$ cat config.mk
export PLATFORM = sky130hd
export DESIGN_NAME = thermistor_table_interpolator_core
export DESIGN_NICKNAME = d
export VERILOG_FILES = /design/src/hdl/tti_pkg.sv /design/src/hdl/tti_ctrl.sv /design/src/hdl/tti_datapath.sv /design/src/hdl/thermistor_table_interpolator_core.sv
export SDC_FILE = /design/constraint.sdc
export NUM_CORES = 1
export LEC_CHECK = 0
export ABC_CLOCK_PERIOD_IN_PS = 6900
export BUFFER_PORTS_ARGS = -buffer_cell sky130_fd_sc_hd__clkbuf_2
export CORE_MARGIN = 1.5
export CORE_UTILIZATION = 50
export DETAILED_ROUTE_END_ITERATION = 8
export PLACE_DENSITY = 0.7
export SLEW_MARGIN = 10
export SYNTH_ARGS = -nofsm -noshare
export SYNTH_HDL_FRONTEND = slang
export SYNTH_SLANG_ARGS = --single-unit
$ cat constraint.sdc
create_clock -name aclk -period 6.9 [get_ports aclk]
set_input_delay 1.035 -clock aclk [delete_from_list [all_inputs] [get_ports aclk]]
set_output_delay 1.035 -clock aclk [all_outputs]
set_load 0.1 [all_outputs]
$ cat src/hdl/tti_pkg.sv
package tti_pkg;

    localparam int CURVE_LEN   = 33;
    localparam int CURVE_W     = 10;
    localparam int CURVE_IDX_W = 6;
    localparam int TEMP_W      = 15;
    localparam int MDATA_W     = 16;
    localparam int STATUS_W    = 2;
    localparam int BASE_W      = 10;
    localparam int SPAN_W      = 5;
    localparam int FRAC_W      = 7;
    localparam int APB_ADDR_W  = 3;
    localparam int APB_DATA_W  = 32;

    localparam int FRAC_SCALE  = 100;
    localparam int TENTHS_DIV  = 10;
    localparam int TEMP_MAX    = 9999;
    localparam logic [BASE_W-1:0] BASE_RESET = BASE_W'(500);
    localparam logic [SPAN_W-1:0] SPAN_RESET = SPAN_W'(10);

    // divide by ten as multiply by ceil(2^20 / 10) and shift; exact below 2^18
    localparam int TENTHS_SHIFT = 20;
    localparam int TENTHS_RECIP = 104858;

    localparam logic [CURVE_W-1:0] CURVE [CURVE_LEN] = '{
        10'd968, 10'd952, 10'd936, 10'd919, 10'd898, 10'd873, 10'd845, 10'd817,
        10'd786, 10'd751, 10'd713, 10'd675, 10'd638, 10'd599, 10'd560, 10'd516,
        10'd477, 10'd436, 10'd403, 10'd371, 10'd338, 10'd310, 10'd283, 10'd257,
        10'd233, 10'd212, 10'd190, 10'd172, 10'd156, 10'd141, 10'd128, 10'd116,
        10'd105
    };

    typedef enum logic [0:0] {
        CFG_BASE_TEMP = 1'b0,
        CFG_SPAN      = 1'b1
    } cfg_index_t;

    typedef enum logic [STATUS_W-1:0] {
        RS_IN_RANGE = 2'd0,
        RS_COLD     = 2'd1,
        RS_HOT      = 2'd2
    } range_status_t;

    typedef enum logic [3:0] {
        ST_IDLE,
        ST_CLASSIFY,
        ST_SEARCH,
        ST_FRAC,
        ST_POS,
        ST_SCALE_LOAD,
        ST_SCALE,
        ST_FINISH,
        ST_EMIT
    } ctrl_state_t;

    typedef struct packed {
        logic load;
        logic classify;
        logic step;
        logic start_frac;
        logic div_step;
        logic make_pos;
        logic start_scale;
        logic div_ten;
        logic finish;
        logic emit;
    } tti_cmd_t;

    typedef struct packed {
        logic cold;
        logic hot;
        logic step_ok;
        logic div_last;
        logic out_busy;
    } tti_status_t;

    function automatic logic [CURVE_W-1:0] curve_at(input logic [CURVE_IDX_W-1:0] k);
        logic [CURVE_IDX_W-1:0] kc;
        kc = (k >= CURVE_IDX_W'(CURVE_LEN)) ? CURVE_IDX_W'(CURVE_LEN - 1) : k;
        return CURVE[kc];
    endfunction

endpackage

$ cat src/hdl/tti_ctrl.sv
module tti_ctrl
    import tti_pkg::*;
(
    input  logic        aclk,
    input  logic        aresetn,
    input  logic        s_tvalid,
    output logic        s_tready,
    input  tti_status_t status,
    output tti_cmd_t    cmd
);

    ctrl_state_t state_reg, state_next;

    always_ff @(posedge aclk) begin
        if (!aresetn) begin
            state_reg <= ST_IDLE;
        end else begin
            state_reg <= state_next;
        end
    end

    always_comb begin
        state_next = state_reg;
        cmd        = '0;
        s_tready   = 1'b0;
        unique case (state_reg)
            ST_IDLE: begin
                s_tready = 1'b1;
                if (s_tvalid) begin
                    cmd.load   = 1'b1;
                    state_next = ST_CLASSIFY;
                end
            end
            ST_CLASSIFY: begin
                if (status.cold || status.hot) begin
                    cmd.classify = 1'b1;
                    state_next   = ST_EMIT;
                end else begin
                    state_next = ST_SEARCH;
                end
            end
            ST_SEARCH: begin
                if (status.step_ok) begin
                    cmd.step = 1'b1;
                end else begin
                    cmd.start_frac = 1'b1;
                    state_next     = ST_FRAC;
                end
            end
            ST_FRAC: begin
                cmd.div_step = 1'b1;
                if (status.div_last) begin
                    state_next = ST_POS;
                end
            end
            ST_POS: begin
                cmd.make_pos = 1'b1;
                state_next   = ST_SCALE_LOAD;
            end
            ST_SCALE_LOAD: begin
                cmd.start_scale = 1'b1;
                state_next      = ST_SCALE;
            end
            ST_SCALE: begin
                cmd.div_ten = 1'b1;
                state_next  = ST_FINISH;
            end
            ST_FINISH: begin
                cmd.finish = 1'b1;
                state_next = ST_EMIT;
            end
            ST_EMIT: begin
                if (!status.out_busy) begin
                    cmd.emit   = 1'b1;
                    state_next = ST_IDLE;
                end
            end
            default: begin
                state_next = ST_IDLE;
            end
        endcase
    end

`ifndef SYNTHESIS
    a_emit_free: assert property (@(posedge aclk) disable iff (!aresetn)
        cmd.emit |-> !status.out_busy)
        else $error("result overwrites a word not yet taken");

    a_load_then_classify: assert property (@(posedge aclk) disable iff (!aresetn)
        cmd.load |=> (state_reg == ST_CLASSIFY))
        else $error("accepted word not classified next");

    a_no_accept_busy: assert property (@(posedge aclk) disable iff (!aresetn)
        (state_reg != ST_IDLE) |-> !cmd.load)
        else $error("word loaded while busy");
`endif

endmodule

$ cat src/hdl/tti_datapath.sv
module tti_datapath
    import tti_pkg::*;
#(
    parameter int TABLE_ENTRIES = 33,
    parameter int SAMPLE_BITS   = 10
) (
    input  logic                   aclk,
    input  logic                   aresetn,
    input  logic [SAMPLE_BITS-1:0] sample,
    input  logic [BASE_W-1:0]      base_temp,
    input  logic [SPAN_W-1:0]      span,
    input  tti_cmd_t               cmd,
    output tti_status_t            status,
    input  logic                   m_ready,
    output logic                   m_valid,
    output logic [TEMP_W-1:0]      m_temp,
    output logic [STATUS_W-1:0]    m_status
);

    localparam int VAL_W = (SAMPLE_BITS > CURVE_W) ? SAMPLE_BITS : CURVE_W;
    localparam int IDX_W = $clog2(TABLE_ENTRIES);
    localparam int POS_W = $clog2((TABLE_ENTRIES - 1) * FRAC_SCALE + 1);
    localparam int NUM_A = VAL_W + FRAC_W;
    localparam int NUM_B = POS_W + SPAN_W;
    localparam int NUM_W = (NUM_A > NUM_B) ? NUM_A : NUM_B;
    localparam int CNT_W = $clog2(NUM_W + 1);
    localparam int PROD_W = NUM_W + TENTHS_SHIFT;
    localparam logic [IDX_W-1:0] LAST_IDX = IDX_W'(TABLE_ENTRIES - 1);

    logic [VAL_W-1:0]    sample_reg, sample_next;
    logic [IDX_W-1:0]    idx_reg, idx_next;
    logic [VAL_W-1:0]    dvs_reg, dvs_next;
    logic [VAL_W-1:0]    rem_reg, rem_next;
    logic [NUM_W-1:0]    nq_reg, nq_next;
    logic [CNT_W-1:0]    cnt_reg, cnt_next;
    logic                flat_reg, flat_next;
    logic [POS_W-1:0]    pos_reg, pos_next;
    logic [TEMP_W-1:0]   res_temp_reg, res_temp_next;
    logic [STATUS_W-1:0] res_status_reg, res_status_next;
    logic                m_valid_reg, m_valid_next;
    logic [TEMP_W-1:0]   m_temp_reg, m_temp_next;
    logic [STATUS_W-1:0] m_status_reg, m_status_next;

    logic [IDX_W-1:0]  idx_inc;
    logic [VAL_W-1:0]  hi_v, lo_v, first_v, last_v;
    logic [VAL_W:0]    trial;
    logic              trial_ge;
    logic [FRAC_W-1:0] frac;
    logic [NUM_W:0]    sum;
    logic [PROD_W-1:0] tenths_prod;

    assign idx_inc = idx_reg + IDX_W'(1);
    assign hi_v    = VAL_W'(curve_at(CURVE_IDX_W'(idx_reg)));
    assign lo_v    = VAL_W'(curve_at(CURVE_IDX_W'(idx_inc)));
    assign first_v = VAL_W'(curve_at(CURVE_IDX_W'(0)));
    assign last_v  = VAL_W'(curve_at(CURVE_IDX_W'(LAST_IDX)));

    assign trial       = {rem_reg, nq_reg[NUM_W-1]};
    assign trial_ge    = trial >= {1'b0, dvs_reg};
    assign frac        = flat_reg ? FRAC_W'(FRAC_SCALE) : nq_reg[FRAC_W-1:0];
    assign sum         = (NUM_W + 1)'(base_temp) + (NUM_W + 1)'(nq_reg);
    assign tenths_prod = PROD_W'(nq_reg) * PROD_W'(TENTHS_RECIP);

    assign status.cold     = sample_reg >= first_v;
    assign status.hot      = sample_reg <= last_v;
    assign status.step_ok  = (idx_inc < LAST_IDX) && (sample_reg < lo_v);
    assign status.div_last = cnt_reg == CNT_W'(1);
    assign status.out_busy = m_valid_reg && !m_ready;

    always_comb begin
        sample_next     = sample_reg;
        idx_next        = idx_reg;
        dvs_next        = dvs_reg;
        rem_next        = rem_reg;
        nq_next         = nq_reg;
        cnt_next        = cnt_reg;
        flat_next       = flat_reg;
        pos_next        = pos_reg;
        res_temp_next   = res_temp_reg;
        res_status_next = res_status_reg;
        m_valid_next    = m_valid_reg;
        m_temp_next     = m_temp_reg;
        m_status_next   = m_status_reg;

        if (cmd.load) begin
            sample_next = VAL_W'(sample);
            idx_next    = '0;
        end
        if (cmd.classify) begin
            if (status.cold) begin
                res_temp_next   = '1;
                res_status_next = RS_COLD;
            end else begin
                res_temp_next   = TEMP_W'(TEMP_MAX);
                res_status_next = RS_HOT;
            end
        end
        if (cmd.step) begin
            idx_next = idx_inc;
        end
        if (cmd.start_frac) begin
            nq_next   = NUM_W'(hi_v - sample_reg) * NUM_W'(FRAC_SCALE);
            dvs_next  = hi_v - lo_v;
            flat_next = hi_v <= lo_v;
            rem_next  = '0;
            cnt_next  = CNT_W'(NUM_W);
        end
        if (cmd.div_step) begin
            rem_next = trial_ge ? VAL_W'(trial - {1'b0, dvs_reg}) : trial[VAL_W-1:0];
            nq_next  = {nq_reg[NUM_W-2:0], trial_ge};
            cnt_next = cnt_reg - CNT_W'(1);
        end
        if (cmd.make_pos) begin
            pos_next = POS_W'(idx_reg) * POS_W'(FRAC_SCALE) + POS_W'(frac);
        end
        if (cmd.start_scale) begin
            nq_next = NUM_W'(span) * NUM_W'(pos_reg);
        end
        if (cmd.div_ten) begin
            nq_next = NUM_W'(tenths_prod >> TENTHS_SHIFT);
        end
        if (cmd.finish) begin
            res_temp_next   = (sum > (NUM_W + 1)'(TEMP_MAX)) ? TEMP_W'(TEMP_MAX)
                                                           : TEMP_W'(sum);
            res_status_next = RS_IN_RANGE;
        end
        if (cmd.emit) begin
            m_valid_next  = 1'b1;
            m_temp_next   = res_temp_reg;
            m_status_next = res_status_reg;
        end else if (m_ready) begin
            m_valid_next = 1'b0;
        end
    end

    always_ff @(posedge aclk) begin
        if (!aresetn) begin
            m_valid_reg <= 1'b0;
            cnt_reg     <= '0;
        end else begin
            m_valid_reg <= m_valid_next;
            cnt_reg     <= cnt_next;
        end
    end

    always_ff @(posedge aclk) begin
        sample_reg     <= sample_next;
        idx_reg        <= idx_next;
        dvs_reg        <= dvs_next;
        rem_reg        <= rem_next;
        nq_reg         <= nq_next;
        flat_reg       <= flat_next;
        pos_reg        <= pos_next;
        res_temp_reg   <= res_temp_next;
        res_status_reg <= res_status_next;
        m_temp_reg     <= m_temp_next;
        m_status_reg   <= m_status_next;
    end

    assign m_valid  = m_valid_reg;
    assign m_temp   = m_temp_reg;
    assign m_status = m_status_reg;

`ifndef SYNTHESIS
    a_frac_bound: assert property (@(posedge aclk) disable iff (!aresetn)
        (cmd.make_pos && !flat_reg) |-> (nq_reg <= NUM_W'(FRAC_SCALE)))
        else $error("segment fraction above one hundred");

    a_div_count: assert property (@(posedge aclk) disable iff (!aresetn)
        cmd.div_step |-> (cnt_reg != '0))
        else $error("divide step with no bits left");

    a_in_range_value: assert property (@(posedge aclk) disable iff (!aresetn)
        (m_valid_reg && (m_status_reg == RS_IN_RANGE))
            |-> (m_temp_reg <= TEMP_W'(TEMP_MAX)))
        else $error("in-range temperature out of bounds");

    a_cold_value: assert property (@(posedge aclk) disable iff (!aresetn)
        (m_valid_reg && (m_status_reg == RS_COLD)) |-> (m_temp_reg == '1))
        else $error("cold result not minus one");
`endif

endmodule

$ cat src/hdl/thermistor_table_interpolator_core.sv
// Channel  Direction  Handshake               Payload
// s_       in         s_tvalid / s_tready     s_tdata: raw_sample
// m_       out        m_tvalid / m_tready     m_tdata: temperature_tenths; m_tuser: range_status
// apb      in         psel / penable          base_temp_tenths @0x0, span_degrees @0x4
//
// One word at a time. A sample at or beyond either table end goes straight from
// classification to a result; an in-range sample first passes the table search, which
// finds the segment index i one entry per cycle, then the restoring divider for the
// segment fraction, whose width is NUM_W (17 by default); the division by ten is one
// reciprocal multiply. The next word can be taken in the same cycle that the result
// appears.
// Reset clears the controller, the result valid flag and both registers to their
// defaults. A stalled result holds in the output register; the next word is taken
// only once the previous result has been moved into it.
module thermistor_table_interpolator_core
    import tti_pkg::*;
#(
    parameter int TABLE_ENTRIES = 33,
    parameter int SAMPLE_BITS   = 10
) (
    input  logic                                 aclk,
    input  logic                                 aresetn,
    input  logic                                 s_tvalid,
    output logic                                 s_tready,
    input  logic [((SAMPLE_BITS+7)/8)*8-1:0]     s_tdata,  // raw_sample
    output logic                                 m_tvalid,
    input  logic                                 m_tready,
    output logic [MDATA_W-1:0]                   m_tdata,  // temperature_tenths
    output logic [STATUS_W-1:0]                  m_tuser,  // range_status
    input  logic                                 psel,
    input  logic                                 penable,
    input  logic                                 pwrite,
    input  logic [APB_ADDR_W-1:0]                paddr,
    input  logic [APB_DATA_W-1:0]                pwdata,
    output logic [APB_DATA_W-1:0]                prdata,
    output logic                                 pready
);

    logic [BASE_W-1:0] base_reg, base_next;
    logic [SPAN_W-1:0] span_reg, span_next;
    logic              cfg_write;
    cfg_index_t        cfg_index;
    tti_cmd_t          cmd;
    tti_status_t       status;
    logic [TEMP_W-1:0] temp;

    assign pready    = 1'b1;
    assign cfg_write = psel && penable && pwrite && pready;
    assign cfg_index = cfg_index_t'(paddr[2]);

    always_comb begin
        base_next = base_reg;
        span_next = span_reg;
        prdata    = '0;
        unique case (cfg_index)
            CFG_BASE_TEMP: begin
                prdata = APB_DATA_W'(base_reg);
                if (cfg_write) begin
                    base_next = pwdata[BASE_W-1:0];
                end
            end
            CFG_SPAN: begin
                prdata = APB_DATA_W'(span_reg);
                if (cfg_write) begin
                    span_next = pwdata[SPAN_W-1:0];
                end
            end
            default: begin
                prdata = '0;
            end
        endcase
    end

    always_ff @(posedge aclk) begin
        if (!aresetn) begin
            base_reg <= BASE_RESET;
            span_reg <= SPAN_RESET;
        end else begin
            base_reg <= base_next;
            span_reg <= span_next;
        end
    end

    tti_ctrl u_ctrl (
        .aclk     (aclk),
        .aresetn  (aresetn),
        .s_tvalid (s_tvalid),
        .s_tready (s_tready),
        .status   (status),
        .cmd      (cmd)
    );

    tti_datapath #(
        .TABLE_ENTRIES (TABLE_ENTRIES),
        .SAMPLE_BITS   (SAMPLE_BITS)
    ) u_datapath (
        .aclk      (aclk),
        .aresetn   (aresetn),
        .sample    (s_tdata[SAMPLE_BITS-1:0]),
        .base_temp (base_reg),
        .span      (span_reg),
        .cmd       (cmd),
        .status    (status),
        .m_ready   (m_tready),
        .m_valid   (m_tvalid),
        .m_temp    (temp),
        .m_status  (m_tuser)
    );

    assign m_tdata = MDATA_W'(temp);

endmodule
==> flow_summary.ini, run 1 <==
[run_status]
outcome = finished, final reports clean

[cts]
clock-root-buffer = clkbuf_16
cts_tree = yes
cts_made_buffers = 17
hold_buffers = 0
ctsLongestPathBuffers = 2
clk_latency_ns = 0.44
cts_sinks = 125
htree_levels = 4
cts.clk_slew.worst_paths_ns = 0.07

[setup_path]
slowest_delay_ns = 0.59
worstPathRequired_ns = 7.22
cpMaxStageDelayCell = fa_1
worstSetupStartpointType = flip-flop
crit_family = adder cells
path_buf_inv = 7
crit_arrival_ns = 7.00
criticalPathCategory = reg -> reg
cpMostUsedCell = ha_4
path_max_fanout = 5
end_kind = flip-flop

[global_routing]
grt_pass1_vias = 13000
grt_pass1_wl_mm = 66.6
antenna_found_initial = 0
grt_usage_pct = 24.7
grt_start_max_net_pins = 31
overflow = 0

[timing]
fin_skew_ns = 0.0169
post-route-period-util_pct = 96.8
drv_slew = 0
worst_slew_pin_slew_ns = 1.10
slew_headroom_pct = 26.4
setup_viol = 0
setup_tns_ns = 0
rsz0062_at_grt = yes
hold_viol_final = 0
fmaxAchievable_mhz = 150
fin_crit_ns = 6.68
layout_setup_ws_ns = 0.220

[place]
dpl_worst_slack_ns = -0.0441
dpl.hpwl_mm = 33.9
dpl.cell_count = 2305
port_buffers = 56
placed_area_um2 = 17900
gp_congestion = 0.942

[final_layout]
seq_area_um2 = 3450
fillers = 2830
multiInputGateArea_um2 = 12400
nets = 2376
final_cell_area_um2 = 19000
final_cells = 2359
drive_above_1_share_pct = 15.0
diodes = 0
largest_reg_flops = 17
syn_to_final_growth_pct = 13.0

[detailed_routing]
vias_per_cell = 5.67
antenna_left = 0
first_iter_violations = 969
wirelength_mm = 42.1
vias = 13400
drc_errors = 0
wl_per_cell_um = 17.8
drtPass1Iterations = 6

[flow_run]
drv_cap = 0

[min_path]
hold_class = reg -> reg

[floorplanning]
io_pins = 111
die-height_um = 186
rows = 66
die_x_um = 186
core_region_area_um2 = 32800
start_util_pct = 51.2
dieArea_um2 = 34700

[synthesis]
synth.yosys.seq_area_share_pct = 20.6
synth_area_per_cell_um2 = 9.40
syn_inst = 1786
synth.cell_area_um2 = 16800
async_flop_share_pct = 0
synthFlopType = edfxtp_1
synth_warnings = 0
ys_ff_latch = 125
synth_edf_count = 95
ys_types = 98
[worst reg2reg max path, delay by kind of cell (launching register included)]
family	cells	cell delay, ns
adders and majority gates	8	2.14
AOI/OAI and AO/OA	12	1.98
and+or+nand+nor	5	1.10
buffers and inverters	7	0.69
DFF	1	0.43
xor gates and xnor gates	2	0.25
[kinds of logic after synthesis]
| family | synth area share [%] |
|---|---|
| simple gates | 12.5 |
| other cells | 0.0447 |
| mux | 2.27 |
| compound gates | 14.1 |
| buf+inv | 8.39 |
| fa+ha+maj | 36.7 |
| xor+xnor | 5.35 |
| flops | 20.6 |
[metrics by stage]
stage,utilization (%),hold WS (ns)
global placement,54.5,0.406
global route,57.8,0.418
finish,57.8,0.412
floorplan,-,0.400
CTS,56.4,0.413
detailed placement,54.5,0.405
[timing repair]
| item | 4_1_cts | 5_1_grt |
|---|---|---|
| resized for setup | 5 | 63 |
| hold endpoints to repair | 0 | 0 |
| setup endpoints to repair | 1 | 3 |
| buffers inserted | 4 | 18 |
| cloned | 0 | 0 |
| pin swaps | 7 | 46 |
[cells in the final DEF, fill, tap and decap left out, types with 9 or more instances in the layout]
master	count
ha_1	266
inv_1	263
nand2_1	138
fa_1	130
edfxtp_1	95
nor2_1	94
buf_4	83
a21oi_1	78
o21ai_0	66
xnor2_1	59
clkbuf_2	56
and2_1	37
nand3_1	35
dfxtp_1	30
xor2_1	26
conb_1	25
a21o_1	24
nor2b_1	24
mux2i_1	22
o211ai_1	17
clkbuf_16	17
o21bai_1	15
a31oi_1	14
nor3_1	13
inv_2	12
a211oi_1	12
ha_4	12
nand4_1	10
a21oi_2	10
nand2b_1	9
o31ai_1	9
[path summary, 6_finish.rpt]
kind                                                 start                     to  slack, ns  cells after the start
worst min-delay path            u_datapath.res_temp_reg[5]   u_datapath.m_temp[5]       0.41                      0
worst min register to register  u_datapath.res_temp_reg[5]   u_datapath.m_temp[5]       0.41                      0
worst max-delay path                 u_datapath.idx_reg[0]  u_datapath.nq_reg[16]       0.22                     34
worst max register to register       u_datapath.idx_reg[0]  u_datapath.nq_reg[16]       0.22                     34
[routing by layer]
layer	global-route usage, %	part of all wire [%]
met1	32.8	44
met5	0	0
met4	6.39	2.2
met3	3.17	5.6
met2	42.7	48
[synthesized netlist by cell type, types with 4 or more instances]
master | count | area [um^2]
and4_1 | 5 | 43.8
a31oi_1 | 14 | 87.6
and2_1 | 38 | 238
buf_6 | 5 | 56.3
mux2_2 | 7 | 78.8
o21bai_1 | 15 | 113
nand3_1 | 35 | 175
a21oi_1 | 88 | 440
or3_1 | 4 | 25.0
nor2b_1 | 25 | 156
edfxtp_1 | 95 | 2850
nor2_1 | 96 | 360
o211ai_1 | 17 | 128
clkbuf_1 | 24 | 90.1
o221ai_1 | 7 | 61.3
xor2_1 | 27 | 236
xnor2_1 | 65 | 569
a21o_1 | 24 | 180
a21boi_0 | 7 | 52.6
buf_2 | 4 | 20.0
or2_1 | 6 | 37.5
buf_4 | 25 | 188
o21ai_0 | 69 | 345
a22oi_1 | 8 | 60.1
nor3b_1 | 7 | 52.6
dfxtp_1 | 30 | 601
mux2i_1 | 22 | 220
nand2b_1 | 9 | 56.3
a2111oi_0 | 4 | 35.0
or2_2 | 5 | 31.3
a211oi_1 | 12 | 90.1
nand4_1 | 10 | 62.6
inv_1 | 274 | 1030
and3_1 | 8 | 50.1
nor3_1 | 19 | 95.1
a221oi_1 | 5 | 43.8
buf_1 | 5 | 18.8
ha_1 | 283 | 3540
nand2_1 | 142 | 533
fa_1 | 131 | 2620
nor4_1 | 4 | 25.0
o31ai_1 | 9 | 67.6
o21a_1 | 5 | 37.5
[layout make-up]
class	count	share of cell area, %
clock buffers	20	2.41
clock inverters	12	0.581
multi-input cells	1345	65.6
inverters	276	5.48
repair buffers	139	4.77
well taps	442	2.92
flip-flops and latches	125	18.2
Power of run 1 is not shown: default switching activity piles up to over one toggle a cycle in this logic, so the estimate is an artifact.
==> run 2, diff against run 1 <==
--- a/config.mk
+++ b/config.mk
@@ -7,6 +7,7 @@
 export LEC_CHECK = 0
 export ABC_CLOCK_PERIOD_IN_PS = 6900
 export BUFFER_PORTS_ARGS = -buffer_cell sky130_fd_sc_hd__clkbuf_2
+export CORE_ASPECT_RATIO = 0.8
 export CORE_MARGIN = 1.5
 export CORE_UTILIZATION = 50
 export DETAILED_ROUTE_END_ITERATION = 8
==> run 2 against run 1 <==
The flow now finishes with violations (design-rule violations). Clock skew is 0.0031 ns lower. Clock-buffer cell count shrank 3. Sequential cell count unchanged. Critical path type unchanged. Sequential share of layout area hardly changed. Final cell count shrank 0.72%.
==> flow_summary.ini, run 2 (synthesized netlist as in run 1, its figures left out) <==
[run_status]
outcome = finished, violations left
violations = design-rule violations

[detailed_routing]
vias_per_cell = 5.70
drtPass1Iterations = 9
wl_met2_mm = 18.2
first_iter_violations = 1066
dr_wl_met3_mm = 3.93
wl_per_cell_um = 18.4
wirelength_mm = 43.1
met1_length_mm = 20.1
topRoutingLayerUsed = met4
antenna_left = 0
drc_errors = 2
vias = 13400

[setup_path]
worstSetupStartpointType = flip-flop
crit_family = compound AO/OA/AOI/OAI gates
reg2reg_depth = 34
end_kind = flip-flop
criticalPathCategory = reg -> reg
path_max_fanout = 5
r2r-start = u_datapath.idx_reg[1]
reg2reg_to = u_datapath.nq_reg[16]
slowest_delay_ns = 0.52
worstPathRequired_ns = 7.22
cpMaxStageDelayCell = or4_1
path_buf_inv = 6
r2r_slack_ns = 0.04
path_depth = 34
crit_arrival_ns = 7.18

[global_routing]
antenna_found_initial = 0
grt_pass1_vias = 12900
grt_start_max_net_pins = 29
grt_pass1_wl_mm = 68.7
grt_usage_pct = 25.1
overflow = 0

[cts]
cts.clk_slew.worst_paths_ns = 0.07
htree_levels = 4
cts_sinks = 125
hold_buffers = 0
ctsLongestPathBuffers = 2
clock-root-buffer = clkbuf_16
cts_tree = yes
clk_latency_ns = 0.44
cts_made_buffers = 17

[timing]
fmaxAchievable_mhz = 146
setup_viol = 0
worst_slew_pin_slew_ns = 1.12
hold_viol_final = 0
rsz0062_at_grt = yes
setup_tns_ns = 0
drv_slew = 0
layout_setup_ws_ns = 0.0443
fin_crit_ns = 6.86
fin_skew_ns = 0.0138
post-route-period-util_pct = 99.4
slew_headroom_pct = 25.3

[final_layout]
seq_area_um2 = 3450
final_cell_mix = 267 x ha_1, 264 x inv_1, 139 x nand2_1
syn_to_final_growth_pct = 12.7
largest_reg_flops = 17
multiInputGateArea_um2 = 12400
nets = 2374
final_cell_area_um2 = 18900
diodes = 0
fillers = 2827
drive_above_1_share_pct = 14.6
mostFrequentLayoutCell = ha_1

[place]
placed_area_um2 = 17900
dpl.hpwl_mm = 34.8
port_buffers = 56
dpl_worst_slack_ns = -0.0300
gp_congestion = 0.949

[floorplanning]
io_pins = 111
rows = 59
start_util_pct = 51.2
dieArea_um2 = 34700
die_x_um = 208
core_region_area_um2 = 32800
die-height_um = 167

[flow_run]
drv_cap = 0

[min_path]
hold_start = u_datapath.res_temp_reg[6]
hold_end = u_datapath.m_temp[6]
hold_class = reg -> reg
hold_depth = 0
[run 2: cell types whose count changed in the layout (fill, tap and decap cells not counted), moves of 2 or more]
| cell | delta |
|---|---|
| clkinvlp_4 | +2 |
| inv_8 | +4 |
| clkinv_2 | -3 |
| ha_2 | -2 |
| clkbuf_8 | -2 |
| xnor2_2 | -4 |
| buf_4 | -3 |
| o21ai_1 | +2 |
| xnor2_1 | +4 |
[run 2: per-stage QoR]
stage / utilization [%] / hold WS [ns] / cells
2_1_floorplan: - / 0.400 / 1809
3_3_place_gp: 54.6 / 0.401 / 2294
3_5_place_dp: 54.6 / 0.405 / 2294
4_1_cts: 56.6 / 0.418 / 2332
5_1_grt: 57.7 / 0.417 / 2342
6_report: 57.7 / 0.417 / 2342
[run 2: worst max path at each step]
| stage | from | endpoint | slack [ns] |
|---|---|---|---|
| after floorplan | u_datapath.idx_reg[0] | u_datapath.nq_reg[16] | 0.04 |
| after global placement | u_datapath.idx_reg[0] | u_datapath.nq_reg[16] | 0.13 |
| after detailed placement | u_datapath.idx_reg[0] | u_datapath.nq_reg[16] | -0.03 |
| after CTS | u_datapath.idx_reg[0] | u_datapath.nq_reg[16] | 0.001 |
| after global routing | u_datapath.idx_reg[1] | u_datapath.nq_reg[16] | -0.25 |
| final | u_datapath.idx_reg[1] | u_datapath.nq_reg[16] | 0.04 |
[run 2: area by class of cell]
class / count / area share [%]
well taps: 427 / 2.82
clock inverters: 15 / 0.946
inverters: 276 / 5.49
repair buffers: 137 / 4.72
clock buffers: 17 / 2.25
flip-flops and latches: 125 / 18.3
multi-input cells: 1345 / 65.5
[run 2: metal layers]
| metal | up-vias | track usage (%) |
|---|---|---|
| met1 | 6492 | 36.6 |
| met3 | 53 | 6.37 |
| met2 | 475 | 37.2 |
| li1 | 6338 | - |
| met5 | - | 0 |
| met4 | 0 | 5.81 |
[run 2: timing repair]
item | CTS | global route
pin swaps | 7 | 41
setup buffers | 6 | 10
gates cloned | 0 | 0
setup endpoints to repair | 1 | 6
resized for setup | 6 | 55
[run 2: worst reg2reg max path: cells and delay by family, from the launching register on]
kind / cells / cell delay, ns
AOI/OAI and AO/OA: 12 / 2.22
adders and majority gates: 8 / 2.07
buffers and inverters: 6 / 0.47
and+or+nand+nor: 6 / 1.25
DFF: 1 / 0.41
xor gates and xnor gates: 2 / 0.33
Power of run 2 is left out for the same reason.
==> run 3, diff against run 2 <==
--- a/config.mk
+++ b/config.mk
@@ -12,6 +12,7 @@
 export CORE_UTILIZATION = 50
 export DETAILED_ROUTE_END_ITERATION = 8
 export PLACE_DENSITY = 0.7
+export REMOVE_ABC_BUFFERS = 1
 export SLEW_MARGIN = 10
 export SYNTH_ARGS = -nofsm -noshare
 export SYNTH_HDL_FRONTEND = slang
==> run 3 against run 2 <==
The flow finishes with violations (negative setup slack). Final area is 1.3% higher. Register-to-register slack worse by 0.09 ns. Worst setup slack lost 0.088 ns. Sequential cell count did not move. Highest routed layer is now met5.
==> flow_summary.ini, run 3 (synthesized netlist as in run 1, its figures left out) <==
[place]
dpl.hpwl_mm = 35.8
gp_congestion = 0.940
port_buffers = 56

[timing]
worst_slew_pin_slew_ns = 1.10
setup_viol = 1
fin_skew_ns = 0.0140
rsz0062_at_grt = yes
layout_setup_ws_ns = -0.0436
fin_crit_ns = 6.94
post-route-period-util_pct = 101
fmaxAchievable_mhz = 144
drv_slew = 0
hold_viol_final = 0
slew_headroom_pct = 26.7

[detailed_routing]
antenna_left = 0
drtPass1Iterations = 6
drc_errors = 0
first_iter_violations = 1132
wirelength_mm = 44.5
vias_per_cell = 5.75
vias = 13700
wl_per_cell_um = 18.7

[setup_path]
crit_arrival_ns = 7.27
worstSetupStartpointType = flip-flop
path_max_fanout = 4
end_kind = flip-flop
cpMaxStageDelayCell = or4_1
slowest_delay_ns = 0.51
criticalPathCategory = reg -> reg
worstPathRequired_ns = 7.22

[floorplanning]
io_pins = 111
core_region_area_um2 = 32800
die-height_um = 167
die_x_um = 208
start_util_pct = 51.2
dieArea_um2 = 34700
rows = 59

[cts]
clock-root-buffer = clkbuf_16
cts_made_buffers = 17
ctsLongestPathBuffers = 2
cts_sinks = 125
hold_buffers = 0
cts_tree = yes
clk_latency_ns = 0.44
cts.clk_slew.worst_paths_ns = 0.06
htree_levels = 4

[final_layout]
final_cell_mix = 271 x ha_1, 265 x inv_1, 139 x nand2_1
fillers = 2788
largest_reg_flops = 17
multiInputGateArea_um2 = 12400
syn_to_final_growth_pct = 14.2
seq_area_um2 = 3450
utilization_pct = 58.5
mostFrequentLayoutCell = ha_1
nets = 2410
drive_above_1_share_pct = 16.4
diodes = 0

[global_routing]
grt_pass1_wl_mm = 69.8
overflow = 0
grt_start_max_net_pins = 31
grt_usage_pct = 25.7
grt_pass1_vias = 13200
antenna_found_initial = 1

[run_status]
violations = negative setup slack
outcome = finished, violations left

[flow_run]
drv_cap = 0

[min_path]
hold_class = reg -> reg
## run 3: cell types whose count changed in the layout (fill, tap and decap cells not counted), moves of 3 or more
| cell | change |
|---|---|
| buf_6 | +3 |
| a21oi_2 | +3 |
| ha_1 | +4 |
| nor2_1 | -3 |
| ha_4 | -4 |
| buf_4 | +33 |
## run 3: final timing paths
kind / startpoint / to / slack [ns] / cells past startpoint
worst max register to register: u_datapath.idx_reg[0] / u_datapath.nq_reg[16] / -0.04 / 32
worst min-delay path: u_datapath.res_temp_reg[9] / u_datapath.m_temp[9] / 0.41 / 0
worst max-delay path: u_datapath.idx_reg[0] / u_datapath.nq_reg[16] / -0.04 / 32
worst min register to register: u_datapath.res_temp_reg[9] / u_datapath.m_temp[9] / 0.41 / 0
## run 3: per-stage QoR
stage	hold slack [ns]	cell area (um^2)	std cells	setup slack, ns	setup TNS, ns
after floorplan	0.400	16500	1746	-0.842	-1.97
after global placement	0.403	18100	2331	-0.131	-0.131
after detailed placement	0.405	18100	2331	-0.353	-0.356
after CTS	0.415	18700	2369	0.00215	0
after global routing	0.420	19200	2378	-0.285	-0.435
final	0.415	19200	2378	-0.0436	-0.0436
## run 3: timing repair
item / CTS / global route
endpoints found under the setup margin: 3 / 6
resized for setup: 9 / 73
buffers inserted: 6 / 10
pin swaps: 7 / 45
hold endpoints to repair: 0 / 0
## run 3: worst max-delay path, delay by kind of cell (launching register included)
family	cells	cell delay (ns)
simple gates	6	1.21
compound gates	14	2.60
flops	1	0.46
fa+ha+maj	7	1.87
xor+xnor	2	0.31
buf+inv	3	0.39
## run 3: area by class of cell
| cell class | instances | area share (%) |
|---|---|---|
| multi-input cells | 1345 | 64.7 |
| flip-flops and latches | 125 | 18.0 |
| inverters | 276 | 5.41 |
| clock inverters | 15 | 0.757 |
| well taps | 427 | 2.79 |
| repair buffers | 173 | 6.12 |
| clock buffers | 17 | 2.22 |
## run 3: routing by layer
metal | vias up | GRT usage [%] | routed length (um)
li1 | 6415 | - | -
met2 | 571 | 38.0 | 19000
met1 | 6597 | 36.6 | 20100
met3 | 77 | 7.32 | 4310
met5 | - | 0.828 | 12
met4 | 2 | 6.82 | 1010
Power of run 3 is left out for the same reason.
